<file path="src/rtl/usd_pkg.sv">
// ----------------------------------------------------------------------------
// usd_pkg
// Types and constants of the epoch-seconds to calendar-date converter.
// ----------------------------------------------------------------------------
package usd_pkg;

  localparam int unsigned PIPE_DEPTH = 8;

  typedef logic [31:0] epoch_t;
  typedef logic [15:0] days_t;
  typedef logic [5:0]  sec_t;
  typedef logic [5:0]  min_t;
  typedef logic [4:0]  hour_t;
  typedef logic [4:0]  mday_t;
  typedef logic [3:0]  month_t;
  typedef logic [7:0]  year_t;
  typedef logic [2:0]  wday_t;

  localparam int unsigned DAYS_W = 16;

  typedef struct packed {
    sec_t  sec;
    min_t  min;
    hour_t hour;
    wday_t wday;
  } tod_t;

  // calendar constants
  localparam int unsigned SECS_PER_MIN  = 60;
  localparam int unsigned SECS_PER_HOUR = 3600;
  localparam int unsigned SECS_PER_DAY  = 86400;
  localparam int unsigned DAYS_PER_WEEK = 7;
  localparam int unsigned EPOCH_JDN     = 2440588;
  localparam int unsigned JDN_SHIFT     = 32044;
  localparam int unsigned DAYS_PER_400Y = 146097;
  localparam int unsigned DAYS_PER_4Y   = 1461;
  localparam int unsigned MONTH_SPAN    = 153;
  localparam int unsigned YEAR_BASE     = 4800;
  localparam int unsigned EPOCH_YEAR    = 1970;
  localparam int unsigned YEARS_PER_CENT = 100;
  localparam int unsigned MONTH_WRAP    = 10;
  localparam int unsigned MONTH_FOLD    = 9;
  localparam int unsigned MONTH_START   = 3;

  localparam int unsigned JDN_BASE     = EPOCH_JDN + JDN_SHIFT;
  localparam int unsigned WEEKDAY_BIAS = EPOCH_JDN % DAYS_PER_WEEK;
  localparam int unsigned YEAR_BIAS    = YEAR_BASE + EPOCH_YEAR;

  // reciprocal multipliers: floor(x / div) == (x * recip) >> shift, exact
  // for every x of the stated width
  localparam int unsigned DAY_PRE   = 7;
  localparam int unsigned DAY_DIV   = SECS_PER_DAY >> DAY_PRE;
  localparam int unsigned DAY_SHIFT = 35;
  localparam longint unsigned DAY_RECIP =
    ((64'd1 << DAY_SHIFT) + 64'(DAY_DIV) - 64'd1) / 64'(DAY_DIV);

  localparam int unsigned HOUR_PRE   = 4;
  localparam int unsigned HOUR_DIV   = SECS_PER_HOUR >> HOUR_PRE;
  localparam int unsigned HOUR_SHIFT = 21;
  localparam longint unsigned HOUR_RECIP =
    ((64'd1 << HOUR_SHIFT) + 64'(HOUR_DIV) - 64'd1) / 64'(HOUR_DIV);

  localparam int unsigned MIN_PRE   = 2;
  localparam int unsigned MIN_DIV   = SECS_PER_MIN >> MIN_PRE;
  localparam int unsigned MIN_SHIFT = 14;
  localparam longint unsigned MIN_RECIP =
    ((64'd1 << MIN_SHIFT) + 64'(MIN_DIV) - 64'd1) / 64'(MIN_DIV);

  localparam int unsigned WD_SHIFT = 19;
  localparam longint unsigned WD_RECIP =
    ((64'd1 << WD_SHIFT) + 64'(DAYS_PER_WEEK) - 64'd1) / 64'(DAYS_PER_WEEK);

  localparam int unsigned B_SHIFT = 42;
  localparam longint unsigned B_RECIP =
    ((64'd1 << B_SHIFT) + 64'(DAYS_PER_400Y) - 64'd1) / 64'(DAYS_PER_400Y);

  localparam int unsigned D_SHIFT = 31;
  localparam longint unsigned D_RECIP =
    ((64'd1 << D_SHIFT) + 64'(DAYS_PER_4Y) - 64'd1) / 64'(DAYS_PER_4Y);

  localparam int unsigned MON_SHIFT = 19;
  localparam longint unsigned MON_RECIP =
    ((64'd1 << MON_SHIFT) + 64'(MONTH_SPAN) - 64'd1) / 64'(MONTH_SPAN);

  localparam int unsigned MDAY_DIV   = 5;
  localparam int unsigned MDAY_SHIFT = 14;
  localparam longint unsigned MDAY_RECIP =
    ((64'd1 << MDAY_SHIFT) + 64'(MDAY_DIV) - 64'd1) / 64'(MDAY_DIV);

endpackage

</file>
<file path="src/rtl/usd_req_if.sv">
// ----------------------------------------------------------------------------
// usd_req_if
// Request channel: one epoch timestamp per request, valid/ready handshake.
// ----------------------------------------------------------------------------
interface usd_req_if;
  import usd_pkg::*;

  logic   valid;
  logic   ready;
  epoch_t epoch_seconds;

  modport source (output valid, output epoch_seconds, input ready);
  modport sink   (input valid, input epoch_seconds, output ready);
endinterface

</file>
<file path="src/rtl/usd_res_if.sv">
// ----------------------------------------------------------------------------
// usd_res_if
// Result channel: time of day, calendar date and weekday, valid/ready.
// ----------------------------------------------------------------------------
interface usd_res_if;
  import usd_pkg::*;

  logic   valid;
  logic   ready;
  sec_t   second_of_minute;
  min_t   minute_of_hour;
  hour_t  hour_of_day;
  mday_t  day_of_month;
  month_t month_of_year;
  year_t  years_since_1970;
  wday_t  weekday;

  modport source (
    output valid, output second_of_minute, output minute_of_hour,
    output hour_of_day, output day_of_month, output month_of_year,
    output years_since_1970, output weekday, input ready
  );
  modport sink (
    input valid, input second_of_minute, input minute_of_hour,
    input hour_of_day, input day_of_month, input month_of_year,
    input years_since_1970, input weekday, output ready
  );
endinterface

</file>
<file path="src/rtl/usd_date_pipe.sv">
// ----------------------------------------------------------------------------
// usd_date_pipe
// Day count to Gregorian day, month and year via Julian Day Number inversion.
// ----------------------------------------------------------------------------
module usd_date_pipe (
  input  logic                           clk_i,
  input  logic [usd_pkg::PIPE_DEPTH:2]   en_i,
  input  usd_pkg::days_t                 days_i,
  output usd_pkg::mday_t                 day_of_month_o,
  output usd_pkg::month_t                month_of_year_o,
  output usd_pkg::year_t                 years_since_1970_o
);
  import usd_pkg::*;

  // stage 2: a = jdn + shift, b = (4a + 3) / 146097
  logic [21:0] a_d;
  logic [23:0] a4;
  logic [48:0] b_prod;
  logic [21:0] a_q2;
  logic [6:0]  b_q2;

  assign a_d    = 22'(days_i) + 22'(JDN_BASE);
  assign a4     = {a_d, 2'b11};
  assign b_prod = 49'(a4) * 49'(B_RECIP);

  always_ff @(posedge clk_i) begin
    if (en_i[2]) begin
      a_q2 <= a_d;
      b_q2 <= b_prod[B_SHIFT +: 7];
    end
  end

  // stage 3: c = a - 146097 * b / 4
  logic [23:0] cb_prod;
  logic [21:0] c_full;
  logic [17:0] c_q3;
  logic [6:0]  b_q3;

  assign cb_prod = 24'(b_q2) * 24'(DAYS_PER_400Y);
  assign c_full  = a_q2 - cb_prod[23:2];

  always_ff @(posedge clk_i) begin
    if (en_i[3]) begin
      c_q3 <= c_full[17:0];
      b_q3 <= b_q2;
    end
  end

  // stage 4: d = (4c + 3) / 1461
  logic [19:0] c4;
  logic [40:0] d_prod;
  logic [17:0] c_q4;
  logic [8:0]  d_q4;
  logic [6:0]  b_q4;

  assign c4     = {c_q3, 2'b11};
  assign d_prod = 41'(c4) * 41'(D_RECIP);

  always_ff @(posedge clk_i) begin
    if (en_i[4]) begin
      c_q4 <= c_q3;
      d_q4 <= d_prod[D_SHIFT +: 9];
      b_q4 <= b_q3;
    end
  end

  // stage 5: e = c - 1461 * d / 4
  logic [19:0] ed_prod;
  logic [17:0] e_full;
  logic [8:0]  e_q5;
  logic [8:0]  d_q5;
  logic [6:0]  b_q5;

  assign ed_prod = 20'(d_q4) * 20'(DAYS_PER_4Y);
  assign e_full  = c_q4 - ed_prod[19:2];

  always_ff @(posedge clk_i) begin
    if (en_i[5]) begin
      e_q5 <= e_full[8:0];
      d_q5 <= d_q4;
      b_q5 <= b_q4;
    end
  end

  // stage 6: m = (5e + 2) / 153
  logic [11:0] e5;
  logic [23:0] mm_prod;
  logic [8:0]  e_q6;
  logic [3:0]  mm_q6;
  logic [8:0]  d_q6;
  logic [6:0]  b_q6;

  assign e5      = 12'(e_q5) * 12'(MDAY_DIV) + 12'd2;
  assign mm_prod = 24'(e5) * 24'(MON_RECIP);

  always_ff @(posedge clk_i) begin
    if (en_i[6]) begin
      e_q6  <= e_q5;
      mm_q6 <= mm_prod[MON_SHIFT +: 4];
      d_q6  <= d_q5;
      b_q6  <= b_q5;
    end
  end

  // stage 7: 153m + 2 and 100b + d
  logic [11:0] t153_d;
  logic [13:0] ybase_d;
  logic [8:0]  e_q7;
  logic [3:0]  mm_q7;
  logic [11:0] t153_q7;
  logic [13:0] ybase_q7;

  assign t153_d  = 12'(mm_q6) * 12'(MONTH_SPAN) + 12'd2;
  assign ybase_d = 14'(b_q6) * 14'(YEARS_PER_CENT) + 14'(d_q6);

  always_ff @(posedge clk_i) begin
    if (en_i[7]) begin
      e_q7     <= e_q6;
      mm_q7    <= mm_q6;
      t153_q7  <= t153_d;
      ybase_q7 <= ybase_d;
    end
  end

  // stage 8: day, month, year
  logic [23:0] md_prod;
  logic [8:0]  mday_full;
  logic        wrap;
  month_t      month_d;
  logic [13:0] year_full;
  mday_t       mday_q8;
  month_t      month_q8;
  year_t       year_q8;

  assign md_prod   = 24'(t153_q7) * 24'(MDAY_RECIP);
  assign mday_full = e_q7 - md_prod[MDAY_SHIFT +: 9] + 9'd1;
  assign wrap      = (mm_q7 >= 4'(MONTH_WRAP));
  assign month_d   = wrap ? (mm_q7 - 4'(MONTH_FOLD)) : (mm_q7 + 4'(MONTH_START));
  assign year_full = ybase_q7 + 14'(wrap) - 14'(YEAR_BIAS);

  always_ff @(posedge clk_i) begin
    if (en_i[8]) begin
      mday_q8  <= mday_full[4:0];
      month_q8 <= month_d;
      year_q8  <= year_full[7:0];
    end
  end

  assign day_of_month_o     = mday_q8;
  assign month_of_year_o    = month_q8;
  assign years_since_1970_o = year_q8;

endmodule

</file>
<file path="src/rtl/unix_seconds_to_calendar_date_top.sv">
// ----------------------------------------------------------------------------
// unix_seconds_to_calendar_date_top
// Converts a 32-bit count of seconds since 1970-01-01 into time of day,
// Gregorian date and weekday.
//
// Usage:
//   req_i carries one epoch_seconds value per request; res_o returns one
//   result per request, in order, with second, minute, hour, day, month,
//   years since 1970 and weekday (0 Monday .. 6 Sunday).
//   The pipeline has 8 register stages. Throughput is one request per
//   cycle while res_o.ready is high or an empty slot remains; each of the 8
//   register stages holds only constant multiplies and subtracts, so every
//   stage can take a new request each cycle when the stage after it has room.
//   Reset clears all stage valid bits; req_i.ready is high right after reset.
//   When the receiver holds res_o.ready low, the last stage keeps its result
//   and earlier stages keep filling empty slots; req_i.ready drops only once
//   every stage holds a request.
// ----------------------------------------------------------------------------
module unix_seconds_to_calendar_date_top (
  input  logic      clk_i,
  input  logic      rst_ni,
  usd_req_if.sink   req_i,
  usd_res_if.source res_o
);
  import usd_pkg::*;

  // stage enables and valid bits
  logic [PIPE_DEPTH:1] en;
  logic [PIPE_DEPTH:1] v_in;
  logic [PIPE_DEPTH:1] v_d;
  logic [PIPE_DEPTH:1] v_q;

  assign en[PIPE_DEPTH] = !v_q[PIPE_DEPTH] || res_o.ready;
  for (genvar k = 1; k < PIPE_DEPTH; k++) begin : g_en
    assign en[k] = !v_q[k] || en[k+1];
  end

  assign v_in = {v_q[PIPE_DEPTH-1:1], req_i.valid};
  assign v_d  = (en & v_in) | (~en & v_q);

  always_ff @(posedge clk_i or negedge rst_ni) begin
    if (!rst_ni) begin
      v_q <= '0;
    end else begin
      v_q <= v_d;
    end
  end

  assign req_i.ready = en[1];
  assign res_o.valid = v_q[PIPE_DEPTH];

  // stage 1: day count
  logic [50:0] day_prod;
  epoch_t      t_q1;
  days_t       days_q1;

  assign day_prod = 51'(req_i.epoch_seconds[31:DAY_PRE]) * 51'(DAY_RECIP);

  always_ff @(posedge clk_i) begin
    if (en[1]) begin
      t_q1    <= req_i.epoch_seconds;
      days_q1 <= day_prod[DAY_SHIFT +: DAYS_W];
    end
  end

  // stage 2: second of day, weekday quotient
  logic [31:0] day_base;
  logic [31:0] sod_full;
  logic [15:0] wx;
  logic [32:0] wq_prod;
  logic [16:0] sod_q2;
  logic [15:0] wx_q2;
  logic [13:0] wq_q2;

  assign day_base = 32'(days_q1) * 32'(SECS_PER_DAY);
  assign sod_full = t_q1 - day_base;
  assign wx       = days_q1 + 16'(WEEKDAY_BIAS);
  assign wq_prod  = 33'(wx) * 33'(WD_RECIP);

  always_ff @(posedge clk_i) begin
    if (en[2]) begin
      sod_q2 <= sod_full[16:0];
      wx_q2  <= wx;
      wq_q2  <= wq_prod[WD_SHIFT +: 14];
    end
  end

  // stage 3: hour, weekday
  logic [26:0] hr_prod;
  logic [15:0] wd_full;
  logic [16:0] sod_q3;
  hour_t       hour_q3;
  wday_t       wd_q3;

  assign hr_prod = 27'(sod_q2[16:HOUR_PRE]) * 27'(HOUR_RECIP);
  assign wd_full = wx_q2 - 16'(wq_q2) * 16'(DAYS_PER_WEEK);

  always_ff @(posedge clk_i) begin
    if (en[3]) begin
      sod_q3  <= sod_q2;
      hour_q3 <= hr_prod[HOUR_SHIFT +: 5];
      wd_q3   <= wd_full[2:0];
    end
  end

  // stage 4: second of hour
  logic [16:0] hbase;
  logic [16:0] remh_full;
  logic [11:0] remh_q4;
  hour_t       hour_q4;
  wday_t       wd_q4;

  assign hbase     = 17'(hour_q3) * 17'(SECS_PER_HOUR);
  assign remh_full = sod_q3 - hbase;

  always_ff @(posedge clk_i) begin
    if (en[4]) begin
      remh_q4 <= remh_full[11:0];
      hour_q4 <= hour_q3;
      wd_q4   <= wd_q3;
    end
  end

  // stage 5: minute
  logic [20:0] mn_prod;
  logic [11:0] remh_q5;
  min_t        min_q5;
  hour_t       hour_q5;
  wday_t       wd_q5;

  assign mn_prod = 21'(remh_q4[11:MIN_PRE]) * 21'(MIN_RECIP);

  always_ff @(posedge clk_i) begin
    if (en[5]) begin
      remh_q5 <= remh_q4;
      min_q5  <= mn_prod[MIN_SHIFT +: 6];
      hour_q5 <= hour_q4;
      wd_q5   <= wd_q4;
    end
  end

  // stage 6: second; stages 7 and 8 align with the date path
  logic [11:0] mbase;
  logic [11:0] sec_full;
  tod_t        tod_d6;
  tod_t        tod_q6;
  tod_t        tod_q7;
  tod_t        tod_q8;

  assign mbase    = 12'(min_q5) * 12'(SECS_PER_MIN);
  assign sec_full = remh_q5 - mbase;

  always_comb begin
    tod_d6.sec  = sec_full[5:0];
    tod_d6.min  = min_q5;
    tod_d6.hour = hour_q5;
    tod_d6.wday = wd_q5;
  end

  always_ff @(posedge clk_i) begin
    if (en[6]) begin
      tod_q6 <= tod_d6;
    end
    if (en[7]) begin
      tod_q7 <= tod_q6;
    end
    if (en[8]) begin
      tod_q8 <= tod_q7;
    end
  end

  usd_date_pipe u_date_pipe (
    .clk_i              (clk_i),
    .en_i               (en[PIPE_DEPTH:2]),
    .days_i             (days_q1),
    .day_of_month_o     (res_o.day_of_month),
    .month_of_year_o    (res_o.month_of_year),
    .years_since_1970_o (res_o.years_since_1970)
  );

  assign res_o.second_of_minute = tod_q8.sec;
  assign res_o.minute_of_hour   = tod_q8.min;
  assign res_o.hour_of_day      = tod_q8.hour;
  assign res_o.weekday          = tod_q8.wday;

endmodule

</file>
<file path="src/flat_wrapper.sv">
// flat-port wrapper written by rule: the top's interface ports become plain ports
module unix_seconds_to_calendar_date_top_flat import usd_pkg::*;
  (clk_i, rst_ni, req_i_valid, req_i_epoch_seconds, req_i_ready, res_o_valid, res_o_second_of_minute, res_o_minute_of_hour, res_o_hour_of_day, res_o_day_of_month, res_o_month_of_year, res_o_years_since_1970, res_o_weekday, res_o_ready);
  usd_req_if req_i_i ();
  usd_res_if res_o_i ();
  input  logic clk_i;
  input  logic rst_ni;
  input wire logic [$bits(req_i_i.valid)-1:0] req_i_valid;
  input wire logic [$bits(req_i_i.epoch_seconds)-1:0] req_i_epoch_seconds;
  output wire logic [$bits(req_i_i.ready)-1:0] req_i_ready;
  output wire logic [$bits(res_o_i.valid)-1:0] res_o_valid;
  output wire logic [$bits(res_o_i.second_of_minute)-1:0] res_o_second_of_minute;
  output wire logic [$bits(res_o_i.minute_of_hour)-1:0] res_o_minute_of_hour;
  output wire logic [$bits(res_o_i.hour_of_day)-1:0] res_o_hour_of_day;
  output wire logic [$bits(res_o_i.day_of_month)-1:0] res_o_day_of_month;
  output wire logic [$bits(res_o_i.month_of_year)-1:0] res_o_month_of_year;
  output wire logic [$bits(res_o_i.years_since_1970)-1:0] res_o_years_since_1970;
  output wire logic [$bits(res_o_i.weekday)-1:0] res_o_weekday;
  input wire logic [$bits(res_o_i.ready)-1:0] res_o_ready;
  assign req_i_i.valid = req_i_valid;
  assign req_i_i.epoch_seconds = req_i_epoch_seconds;
  assign req_i_ready = req_i_i.ready;
  assign res_o_valid = res_o_i.valid;
  assign res_o_second_of_minute = res_o_i.second_of_minute;
  assign res_o_minute_of_hour = res_o_i.minute_of_hour;
  assign res_o_hour_of_day = res_o_i.hour_of_day;
  assign res_o_day_of_month = res_o_i.day_of_month;
  assign res_o_month_of_year = res_o_i.month_of_year;
  assign res_o_years_since_1970 = res_o_i.years_since_1970;
  assign res_o_weekday = res_o_i.weekday;
  assign res_o_i.ready = res_o_ready;
  unix_seconds_to_calendar_date_top u_core (.clk_i(clk_i), .rst_ni(rst_ni), .req_i(req_i_i), .res_o(res_o_i));
endmodule
</file>
<file path="config.mk">
export PLATFORM = sky130hd
export DESIGN_NAME = unix_seconds_to_calendar_date_top_flat
export DESIGN_NICKNAME = d
export VERILOG_FILES = /design/src/rtl/usd_pkg.sv /design/src/rtl/usd_req_if.sv /design/src/rtl/usd_res_if.sv /design/src/rtl/usd_date_pipe.sv /design/src/rtl/unix_seconds_to_calendar_date_top.sv /design/src/flat_wrapper.sv
export SDC_FILE = /design/constraint.sdc
export NUM_CORES = 2
export LEC_CHECK = 0
export ABC_AREA = 0
export BUFFER_PORTS_ARGS = -buffer_cell sky130_fd_sc_hd__buf_4
export CAP_MARGIN = 0
export CORE_UTILIZATION = 51
export CTS_CLUSTER_DIAMETER = 50
export CTS_CLUSTER_SIZE = 12
export DETAILED_ROUTE_END_ITERATION = 10
export PLACE_DENSITY_LB_ADDON = 0.12
export SYNTH_ARGS = -nofsm -noshare
export SYNTH_HDL_FRONTEND = slang
export SYNTH_HIERARCHICAL = 1
export SYNTH_SLANG_ARGS = --single-unit
export TNS_END_PERCENT = 10
</file>
<file path="constraint.sdc">
create_clock -name clk_i -period 18 [get_ports clk_i]
set_clock_uncertainty 0.05 [all_clocks]
set_input_delay 2.7 -clock clk_i [delete_from_list [all_inputs] [get_ports clk_i]]
set_output_delay 2.7 -clock clk_i [all_outputs]
set_load 0.005 [all_outputs]
</file>
# Word-level counts from Yosys, hierarchy flattened
# Index checks and enable logic that the tools add are counted.
# totals
regBits	364
inputBits	36
output_inout_bits	39
wordCells	105
# classes
add_sub_neg	17
mul	17
order_cmp	1
n_mux	1
n_bitwise	4
reduce_logical	16
# ops
operator	count
multiplier 25 x 26 -> 51 bit (second input constant)	1
multiplier 24 x 24 -> 48 bit (second input constant)	1
multiplier 20 x 21 -> 40 bit (second input constant)	1
multiplier 16 x 17 -> 33 bit (second input constant)	1
multiplier 13 x 14 -> 26 bit (second input constant)	1
adder 12 x 2 -> 12 bit (second input constant)	2
multiplier 12 x 12 -> 23 bit (second input constant)	1
adder 16 x 22 -> 22 bit (second input constant)	1
multiplier 10 x 11 -> 20 bit (second input constant)	1
multiplier 7 x 18 -> 20 bit (second input constant)	1
multiplier 12 x 12 -> 19 bit (second input constant)	1
subtractor 18 bit	1
subtractor 17 bit	1
adder 16 x 2 -> 16 bit (second input constant)	1
AND 8 bit	2
multiplier 16 x 10 -> 10 bit (second input constant)	1
multiplier 14 x 3 -> 3 bit (second input constant)	1
multiplier 4 x 8 -> 12 bit (second input constant)	1
multiplier 9 x 3 -> 12 bit (second input constant)	1
subtractor 12 bit	1
multiplier 9 x 11 -> 11 bit (second input constant)	1
subtractor 9 bit	1
adder 8 x 1 -> 8 bit	1
adder 8 bit	1
16 further kinds	30

# Longest topological paths before layout
# logic_depth
word_depth	12
depth_mapped	31
mapped_depth_nobuf	31

# Cells and area by module
# The synthesis kept the hierarchy.
# modules_own_cells
mod	n_inst	cells_per_inst	area_per_inst_um2	seq_area_each_um2
usd_date_pipe	1	2621	28519.9	4954.8
unix_seconds_to_calendar_date_top	1	2003	22541.6	5485.3

# Worst setup path before layout
# No wires, ideal clock.
# synth_path
path_type	input to register
from	input req_i_epoch_seconds[29]
to	register u_core.days_q1[15], data pin
setup_ns	0.277
arrival_ns	7.966
required_ns	17.673
path_slack_ns	9.707
path_stages	22
n_path_buf	0
cell_sequence	fa_1 inv_1 fa_1 inv_1 fa_1 inv_1 fa_1 inv_1 fa_1 inv_1 fa_1 inv_1 ha_1 ha_1 nand2_1 o21a_1 nor3b_1 and3_1 a22o_1 nor3_4 o21a_4 o211ai_1
# synth_via
elab_chain_len	1
# synth_lines
item	line_no	text
from (decl)	flat_wrapper.sv:9	input wire logic [$bits(req_i_i.epoch_seconds)-1:0] req_i_epoch_seconds;
multiplier 25 x 26 -> 51 bit	unix_seconds_to_calendar_date_top.sv:57	assign day_prod = 51'(req_i.epoch_seconds[31:DAY_PRE]) * 51'(DAY_RECIP);
named net u_core.day_prod[50]	unix_seconds_to_calendar_date_top.sv:53	logic [50:0] day_prod;
to (signal assigned)	unix_seconds_to_calendar_date_top.sv:62	days_q1 <= day_prod[DAY_SHIFT +: DAYS_W];
to (decl)	unix_seconds_to_calendar_date_top.sv:55	days_t days_q1;
# The timed path passes the listed nets, and every way through them passes these cells.
# A chain may end at the register's enable or synchronous reset.

# Worst setup path in the final report
# layout_path
from	register u_core.days_q1[3]
to	register u_core.u_date_pipe.b_q2[5], data pin
# layout_via
elab_chain_len	2
# layout_lines
item	line_no	text
adder 16 x 22 -> 22 bit	usd_date_pipe.sv:22	assign a_d = 22'(days_i) + 22'(JDN_BASE);
named net u_core.u_date_pipe.a_d[3]	usd_date_pipe.sv:16	logic [21:0] a_d;
multiplier 24 x 24 -> 48 bit	usd_date_pipe.sv:24	assign b_prod = 49'(a4) * 49'(B_RECIP);
named net u_core.u_date_pipe.b_prod[47]	usd_date_pipe.sv:18	logic [48:0] b_prod;
to (signal assigned)	usd_date_pipe.sv:29	b_q2 <= b_prod[B_SHIFT +: 7];
to (decl)	usd_date_pipe.sv:20	logic [6:0] b_q2;
# The timed path passes the listed nets, and every way through them passes these cells.

==> out/metrics.cfg <==
[route]
dr.pass1.iters = 5
vias_per_cell = 5.00
wirelength_mm = 101
drc_errors = 0
drtAntennaViolNets = 0
vias = 30400
wire_per_inst_um = 16.7
drt-initial-drc-count = 1077

[critical_path]
cp_num_buf_inv = 8
slowest_stage = edfxtp_1
required_ns = 18.27
crit_start = u_core/days_q1[3]
crit_arrival_ns = 9.06
worstSetupPathType = reg2reg
endpoint = u_core/u_date_pipe/b_q2[5]
reg2reg_depth = 32
path_max_fanout = 11
reg2reg_to = u_core/u_date_pipe/b_q2[5]
r2r_start = u_core/days_q1[3]
cp.depth = 32
end_kind = register
start_kind = register
crit_family = adder cells
cpPeakStageDelay_ns = 0.55
crit_top_cell = inv_1
rrSetupSlack_ns = 9.20

[placed_design]
place_area_sq_um = 53300
place.gp.congestion = 0.896
hpwl_mm = 88.0
place_inst = 5997
portBuffers = 74

[sta]
fmax_ghz = 0.114
maxSlewHeadroom_pct = 25.3
worst_pin_slew_ns = 1.12
rsz0062_at_grt = false
period_share_pct = 48.9
period_minus_slack_ns = 8.80
finalHoldViolCount = 0
final-max-slew-violation-count = 0
setup_viol = 0
fin_setup_tns_ns = 0

[synth]
ys_top_cells_by_area = ha_1 (30%), fa_1 (26%), edfxtp_1 (20%)
synth_ff_type = edfxtp_1
yosysSeqAreaShare_pct = 20.4
synth_top_area_share_pct = 30.1
netlist_instances = 4624
synthArstFlopShare_pct = 2.29
synthesis.area_sq_um = 51100
ys_ff_latch = 349
avgSynthCellArea_sq_um = 11.0
synth_top_cell_by_area = ha_1
syn_nets = 6547
synth_edf_count = 341
yosysMostFrequentCell = inv_1
ys_types = 84
synth_warnings = 6
ys_top_cells_by_count = inv_1 (1351), ha_1 (1228), fa_1 (659)

[clock_tree]
numCtsBuffers = 46
path_clk_slew_ns = 0.06
cts_tree = done
cts_resized = 0
ctsHtreeMaxLevel = 2
cts_setup_buffers = 0
ctsHoldBuffers = 0
clockRootBuffer = clkbuf_16
cts_buffer_depth = 3
clock_sinks = 349
clock_latency_ns = 0.59

[floorplan]
rows = 115
dieHeight_um = 318
start_util_pct = 51.7
io_pins = 75
die_area_sq_um = 101000
die_w_um = 318
core_sq_um = 98900

[final_layout]
final_area_sq_um = 54800
drive_gt1_share_pct = 4.35
final_nets = 6681
area_delta_synth_final_pct = 7.35
antennaDiodeCount = 0
final_cells = 6073

[hold_path]
hold_path.class = reg2reg
min-delay-start = u_core/u_date_pipe/b_q5[0]

[run]
cap_violations = 0

[global_routing]
grt_pass1_wl_mm = 168
grt_max_degree = 50
grt_pass1_vias = 32500
antenna_found_initial = 0
grt_remaining_overflow = 0
grt.total_usage_pct = 20.9

[outcome]
status = finished, final reports clean

-- cells by family after synthesis --
kind of cell | share of synthesized area [%]
fa+ha+maj | 55.9
buf+inv | 9.95
compound gates | 5.30
simple gates | 3.64
flops | 20.4
xor+xnor | 4.72
mux | 0.0196
-- worst min path at each step --
stage,endpoint,cells after the start
after floorplan,u_core/hour_q5[0],0
final,u_core/u_date_pipe/b_q6[0],0
after CTS,u_core/u_date_pipe/b_q6[0],0
after global placement,u_core/hour_q5[1],0
after detailed placement,u_core/hour_q5[1],0
after global routing,u_core/u_date_pipe/b_q6[0],0
-- final cells by class --
type,instances,area [sq um]
fill,8718,44000
multi-input combinational,2922,35600
sequential,349,10400
inverter,1352,5070
tap,1287,1610
clock buffer,56,1220
timing repair buffer,87,653
clock inverter,20,255
-- flip-flops by register name, indices dropped and copies added (netlist names), 7 cells and up, named ones only --
register	cells
u_core/u_date_pipe/c_q4	9
u_core/u_date_pipe/d_q4	9
u_core/tod_q7	20
u_core/u_date_pipe/d_q5	8
u_core/u_date_pipe/a_q2	18
u_core/u_date_pipe/t153_q7	12
u_core/days_q1	16
u_core/u_date_pipe/b_q2	7
u_core/u_date_pipe/c_q3	18
u_core/u_date_pipe/d_q6	8
u_core/sod_q2	17
u_core/u_date_pipe/ybase_q7	8
u_core/tod_q6	20
u_core/u_date_pipe/e_q5	9
u_core/sod_q3	12
u_core/u_date_pipe/years_since_1970_o	8
u_core/remh_q4	12
u_core/t_q1	17
-- per-layer routing --
layer / part of all wire, % / wire (um) / global-route usage (%)
met1: 47 / 47700 / 28.6
met2: 48 / 48700 / 35.9
met3: 2.6 / 2630 / 1.95
met4: 2.2 / 2240 / 4.68
met5: 0 / 0 / 0
-- through the flow --
stage	hold slack, ns	utilization (%)	setup WS, ns
finish	0.334	55.5	9.20
global route	0.331	55.5	8.73
CTS	0.322	55.5	9.20
detailed placement	0.355	54.0	9.09
global placement	0.351	54.0	9.20
floorplan	0.350	-	9.71
-- worst register-to-register path: cells and delay by family, from the launching register on --
family                     cells  cell delay [ns]
and+or+nand+nor                3             0.36
xor gates and xnor gates       1             0.15
adders and majority gates      9             3.64
AOI/OAI and AO/OA             11             2.57
buffers and inverters          8             1.19
DFF                            1             0.55
-- placed cells by master (no fill, tap or decap), types with 8 or more instances in the layout --
cell       count
and3_1        15
and2_1        14
nor2b_1       25
a211oi_1      10
o21bai_1      22
nor3_1        27
nand3_1       24
inv_1       1349
clkbuf_16     47
a31oi_1       13
ha_1        1228
o211ai_1      12
o21ai_1       10
edfxtp_1     341
nor2_1        81
or2_2         11
nand2_1       81
xnor2_1      175
a21oi_1      133
o21a_1        36
buf_4         87
xor2_1        81
nand4_1       15
a21o_1        53
o21ai_0       49
o31ai_1        8
clkbuf_1       8
nand2b_1      23
dfrtp_1        8
fa_1         659
Power is not shown: default switching activity piles up to over one toggle a cycle in this logic, so the estimate is an artifact.
